### config.mk
export PLATFORM = sky130hd
export DESIGN_NAME = icp_ctrl
export DESIGN_NICKNAME = d
export VERILOG_FILES = /design/src/rtl/icp_pkg.sv /design/src/rtl/icp_ctrl.sv
export SDC_FILE = /design/constraint.sdc
export NUM_CORES = 1
export LEC_CHECK = 0
export ABC_AREA = 1
export BUFFER_PORTS_ARGS = -buffer_cell sky130_fd_sc_hd__buf_4
export CAP_MARGIN = 20
export CORE_MARGIN = 10
export CORE_UTILIZATION = 35
export CTS_BUF_LIST = sky130_fd_sc_hd__clkbuf_8
export DETAILED_ROUTE_END_ITERATION = 6
export GPL_TIMING_DRIVEN = 0
export HOLD_SLACK_MARGIN = 0.06
export PLACE_DENSITY = 0.57
export SLEW_MARGIN = 30
export SYNTH_ARGS = -nofsm -noshare
export SYNTH_HDL_FRONTEND = slang
export SYNTH_SLANG_ARGS = --single-unit
### constraint.sdc
create_clock -name clk -period 1.73 [get_ports clk]
set_clock_uncertainty 0.2 [all_clocks]
set_input_delay 0.173 -clock clk [delete_from_list [all_inputs] [get_ports clk]]
set_output_delay 0.173 -clock clk [all_outputs]
set_load 0.05 [all_outputs]
### src/rtl/icp_pkg.sv
`timescale 1ns / 1ps
package icp_pkg;
	localparam int MAX_NODES = 1024;
	localparam int TOP_COUNT = 3;
	localparam int ID_W = 10;
	localparam int SZ_W = 11;
	localparam int SQ_W = 21;
	localparam int MEAN_W = 26;
	localparam int EDGE_W = 32;
	localparam int DIV_W = SQ_W + 16;
	localparam logic [MEAN_W-1:0] MEAN_MAX = '1;

	// Kind of cluster update caused by one request.
	localparam logic [1:0] KIND_NONE = 2'd0, KIND_NEW = 2'd1, KIND_JOIN = 2'd2,
		KIND_MERGE = 2'd3;

	// Histogram operations: which size is removed or added.
	localparam logic [3:0] HS_ADD_NEW = 4'd0, HS_REM_JOIN = 4'd1, HS_ADD_JOIN = 4'd2,
		HS_REM_A = 4'd3, HS_REM_B = 4'd4, HS_ADD_AB = 4'd5, HS_NONE = 4'd15;

	// Controller commands to the datapath.
	typedef struct packed {
		logic clr_step;    // clearing pass: write entry cnt as reset value
		logic load;        // capture request, read label of a
		logic rd_b;        // read label of b
		logic rd_sz;       // read cluster sizes
		logic upd;         // apply cluster update (non-merge part)
		logic relabel;     // one relabel sweep step
		logic merge_fin;   // finish merge sizes
		logic hrm1;        // histogram read step: latch index and direction, update square sum
		logic hist_wr;     // histogram write
		logic scan_step;   // scan histogram step
		logic div_start;
		logic div_step;
		logic out_load;
	} icp_cmd_t;

	typedef struct packed {
		logic       cnt_last;
		logic       top_full;
		logic       div_last;
		logic [1:0] kind;
	} icp_sts_t;
endpackage

### src/rtl/icp_ctrl.sv
`timescale 1ns / 1ps
module icp_ctrl import icp_pkg::*; (
	input  logic     clk,
	input  logic     arst_n,
	input  logic     in_valid,
	output logic     in_stall,
	output logic     out_valid,
	input  logic     out_stall,
	input  icp_sts_t sts,
	output icp_cmd_t cmd,
	output logic [3:0] hsel,
	output logic     cnt_clr
);
	localparam logic [4:0] S_CLR = 5'd0, S_IDLE = 5'd1, S_RDB = 5'd2, S_RDSZ = 5'd3,
		S_CLS = 5'd4, S_H1R = 5'd5, S_H1W = 5'd6, S_H2R = 5'd7, S_H2W = 5'd8,
		S_H3R = 5'd9, S_H3W = 5'd10, S_REL = 5'd11, S_MFIN = 5'd12,
		S_SCAN = 5'd13, S_DIV0 = 5'd14, S_DIV = 5'd15, S_OUT = 5'd16, S_WAIT = 5'd17,
		S_H0 = 5'd18;
	logic [4:0] st_q;
	logic [1:0] kind_q;
	logic       ov_q;
	assign out_valid = ov_q;
	assign in_stall = !(st_q == S_IDLE);
	always_comb begin
		cmd = '0; hsel = HS_NONE; cnt_clr = 1'b0;
		case (st_q)
			S_CLR: cmd.clr_step = 1'b1;
			S_IDLE: cmd.load = in_valid;
			S_RDB: cmd.rd_b = 1'b1;
			S_RDSZ: cmd.rd_sz = 1'b1;
			S_CLS: cmd.upd = 1'b1;
			S_H1R, S_H1W: hsel = (kind_q == KIND_NEW) ? HS_ADD_NEW
				: (kind_q == KIND_JOIN ? HS_REM_JOIN : HS_REM_A);
			S_H2R, S_H2W: hsel = (kind_q == KIND_JOIN) ? HS_ADD_JOIN : HS_REM_B;
			S_H3R, S_H3W: hsel = HS_ADD_AB;
			S_REL: cmd.relabel = 1'b1;
			S_MFIN: begin cmd.merge_fin = (kind_q == KIND_MERGE); cnt_clr = 1'b1; end
			S_SCAN: cmd.scan_step = 1'b1;
			S_DIV0: cmd.div_start = 1'b1;
			S_DIV: cmd.div_step = 1'b1;
			S_OUT: cmd.out_load = 1'b1;
			default: ;
		endcase
		if (st_q == S_H1R || st_q == S_H2R || st_q == S_H3R) cmd.hrm1 = 1'b1;
		if (st_q == S_H1W || st_q == S_H2W || st_q == S_H3W) cmd.hist_wr = 1'b1;
		if (st_q == S_H0) cnt_clr = 1'b1;
	end
	always_ff @(posedge clk or negedge arst_n) begin
		if (!arst_n) begin
			st_q <= S_CLR; kind_q <= KIND_NONE; ov_q <= 1'b0;
		end else begin
			if (ov_q && !out_stall) ov_q <= 1'b0;
			case (st_q)
				S_CLR: if (sts.cnt_last) st_q <= S_H0;
				S_H0: st_q <= S_IDLE;
				S_IDLE: if (in_valid) st_q <= S_RDB;
				S_RDB: st_q <= S_RDSZ;
				S_RDSZ: st_q <= S_CLS;
				S_CLS: begin
					kind_q <= sts.kind;
					st_q <= (sts.kind == KIND_NONE) ? S_MFIN : S_H1R;
				end
				S_H1R: st_q <= S_H1W;
				S_H1W: st_q <= (kind_q == KIND_NEW) ? S_MFIN : S_H2R;
				S_H2R: st_q <= S_H2W;
				S_H2W: st_q <= (kind_q == KIND_JOIN) ? S_MFIN : S_REL;
				S_REL: if (sts.cnt_last) st_q <= S_H3R;
				S_H3R: st_q <= S_H3W;
				S_H3W: st_q <= S_MFIN;
				S_MFIN: st_q <= S_SCAN;
				S_SCAN: if (sts.cnt_last || sts.top_full) st_q <= S_DIV0;
				S_DIV0: st_q <= S_DIV;
				S_DIV: if (sts.div_last) st_q <= S_WAIT;
				S_WAIT: if (!ov_q || !out_stall) st_q <= S_OUT;
				S_OUT: begin ov_q <= 1'b1; st_q <= S_H0; end
				default: st_q <= S_IDLE;
			endcase
		end
	end
endmodule

==> metrics.cfg <==
[power_and_ir_drop]
combPwrFrac=0.845
p_per_area_nw_per_um2=2200
internal_power_mw=1.86
power_mw=4.14
swShare=0.550
power.share.clock=0.053
p_switching_mw=2.28
vdd_drop_max_mv=2.08
p_leak_nw=1.05
pwr-share-seq=0.102

[setup_path]
crit_chain=inv_2, nand2_2, nor2_4, o21ai_4, nand2_4, nor2_4, a21oi_4, o21ai_4, buf_6
crit_fanout=5
cp_top_family=flip-flops
cpMaxStageDelayCell=dfrtp_2
worstSetupPathType=register to output pin
required_ns=1.36
crit_path_max_incr_delay_ns=0.46
worstSetupStartpointType=register
cp-end-kind=output pin
crit_arrival_ns=1.67
worst-path-buf-inv=2

[drt]
wirelength_mm=3.75
drtIter0Drc=103
drt_pass1_iterations=4
drc=0
ant_nets=0
avgViaCountPerCell=4.95
vias=1237
wl_per_cell_um=15.0

[synth]
yosysMostFrequentCell=nand2_1
syn_area_per_cell_um2=5.60
synthCells=153
yosysTopAreaCellShare=0.241
yosys_warnings=0
yosysSeqAreaShare=0.234
synth-edff-count=0
synth_cell_types=21
syn_area_um2=857
synthArstFlopShare=1.00
synthTopCellsByArea=nand2_1 (24%), dfrtp_1 (23%), inv_1 (13%)
ys_ff_latch=8
ys.flop_type=dfrtp_1
ys_top_cells_by_count=nand2_1 (55), inv_1 (29), nor2_1 (16), nand3_1 (14), dfrtp_1 (8)
synth_fp_nets=165
yosysTopAreaCell=nand2_1

[placed_design]
place_area_um2=1210
numPortBuffers=28
gp_congestion=0.862
hpwl_mm=2.30

[clock_tree]
cts.sinks=8
cts_tree=yes
root_buffer=clkbuf_8
numCtsBuffers=3
htreeDepth=1
insertion_delay_ns=0.23
path_clk_slew_ns=0.04
clockBufferDepth=2

[sta]
timing.fmax_ghz=0.490
rsz0062_at_grt=true
worst_pin_slew_ns=0.349
fin_ws_ns=-0.309
period_share=1.18
setup_violations=24
period_minus_slack_ns=2.04
hold_viol_final=0
relSlewSlack=0.765
drv_slew=0

[die]
fp.dieArea_um2=4830
core-area_um2=2280
die_width_um=69.5
initial_utilization=0.377
io_pins=29
die_y_um=69.5
std_cell_rows=17

[flow_run]
maxCapViolCount=0

[layout]
nFillCells=137
drive_gt1_frac=0.613
area_growth_pct=119
n_antenna_cell=0
final_core_util=0.825
stdcell_area_um2=1880
nets=235

[global_routing]
grt_usage=0.137
grt_pass1_vias=1264
grt_max_degree=9
grt_first_pass_wirelength_mm=5.69
grt-ovfl-total=0
antenna_found_initial=0

[hold_path]
worstHoldPathType=primary input to async pin

[run_status]
status=finished, violations left
violations=negative setup slack

logic make-up after synthesis:
group / Yosys count / share of synthesized area
buffers and inverters: 33 / 0.149
AND/OR/NAND/NOR: 97 / 0.501
adder cells (fa/ha/maj): 3 / 0.0438
AO/OA/AOI/OAI: 12 / 0.0730
flip-flops: 8 / 0.234
worst reg2reg max path, stage by stage, from the launching register on:
cell     delay, ns
dfrtp_2       0.46
inv_2         0.08
nand2_2       0.09
nor2_4        0.17
buf_4         0.15
buf_6         0.11
nand2_1       0.07
nand2_1       0.12
nor2_2        0.06
nand3_1       0.08
nand2_1       0.06
nand2_2       0.06
nand2_1       0.05
power by group through the flow:
stage               Clock (mW)  Sequential, mW  Combinational (mW)
floorplan                    0           0.381                1.69
global placement             0           0.377                2.25
detailed placement           0           0.384                2.24
CTS                      0.230           0.397                3.06
global route             0.243           0.435                3.72
finish                   0.221           0.421                3.50
sequential cells by signal, indices dropped and copies added (netlist names):
name       cells
kind_q         2
st_q           5
out_valid      1
worst paths after layout:
| path | startpoint | endpoint | slack, ns | cells past startpoint |
|---|---|---|---|---|
| hold / removal | arst_n | st_q[3]$_DFFE_PN0P_ | 0.1 | 2 |
| setup reg to reg | st_q[1]$_DFFE_PN0P_ | st_q[0]$_DFFE_PN0P_ | -0.15 | 12 |
| min in group clk | sts[4] | st_q[2]$_DFFE_PN0P_ | 0.16 | 5 |
| max in group asynchronous | arst_n | st_q[0]$_DFFE_PN0P_ | 1.09 | 2 |
| setup / recovery | st_q[1]$_DFFE_PN0P_ | hsel[0] | -0.31 | 9 |
| hold reg to reg | out_valid$_DFFE_PN0P_ | out_valid$_DFFE_PN0P_ | 0.35 | 2 |
per-layer routing:
layer,wire [um],vias up,track usage,share of wire
met5,0,-,0,0
met4,77,0,0.0599,0.021
met3,276,8,0.0257,0.074
met2,1890,48,0.238,0.51
met1,1500,573,0.156,0.40
li1,-,608,-,-
layout make-up:
cell class                      count  area, um2  area share
Tap cell                           28       35.0      0.0187
Clock buffer                        3       41.3      0.0220
Timing Repair Buffer               65        629       0.335
Clock inverter                      1       3.75     0.00200
Buffer                              1       15.0     0.00800
Inverter                           32        133      0.0707
Multi-Input combinational cell    112        815       0.434
Sequential cell                     8        205       0.109
timing repair:
action                     4_1_cts  5_1_grt
hold buffers                     4        0
resized for setup               64       34
buffers inserted                25       11
pin swaps                       20       13
hold endpoints to repair        11        0
gates cloned                     0        0
setup endpoints to repair       23       24
metrics by stage:
step	hold slack (ns)	std cells	setup TNS, ns	setup WS [ns]
after floorplan	-0.323	153	-1.23	-0.188
after global placement	-0.208	209	-1.33	-0.273
after detailed placement	-0.207	209	-1.37	-0.288
after CTS	0.0888	240	-1.57	-0.225
after global routing	0.0957	250	-4.51	-0.356
final	0.0994	250	-3.05	-0.309
layout by cell type (no fill, tap or decap):
cell type,instances
a21oi_2,1
a21oi_4,1
buf_4,35
buf_6,17
buf_8,10
clkbuf_8,3
clkinvlp_4,2
dfrtp_1,4
dfrtp_2,4
dlygate4sd3_1,4
ha_1,3
inv_1,17
inv_2,12
inv_4,2
nand2_1,33
nand2_2,11
nand2_4,13
nand3_1,10
nand3_2,4
nand3_4,1
nand3b_1,1
nand4_1,2
nor2_1,6
nor2_2,4
nor2_4,10
nor3_4,2
o21ai_0,5
o21ai_1,1
o21ai_2,1
o21ai_4,2
o31ai_4,1
No activity file was read; power rests on OpenSTA's default activity.
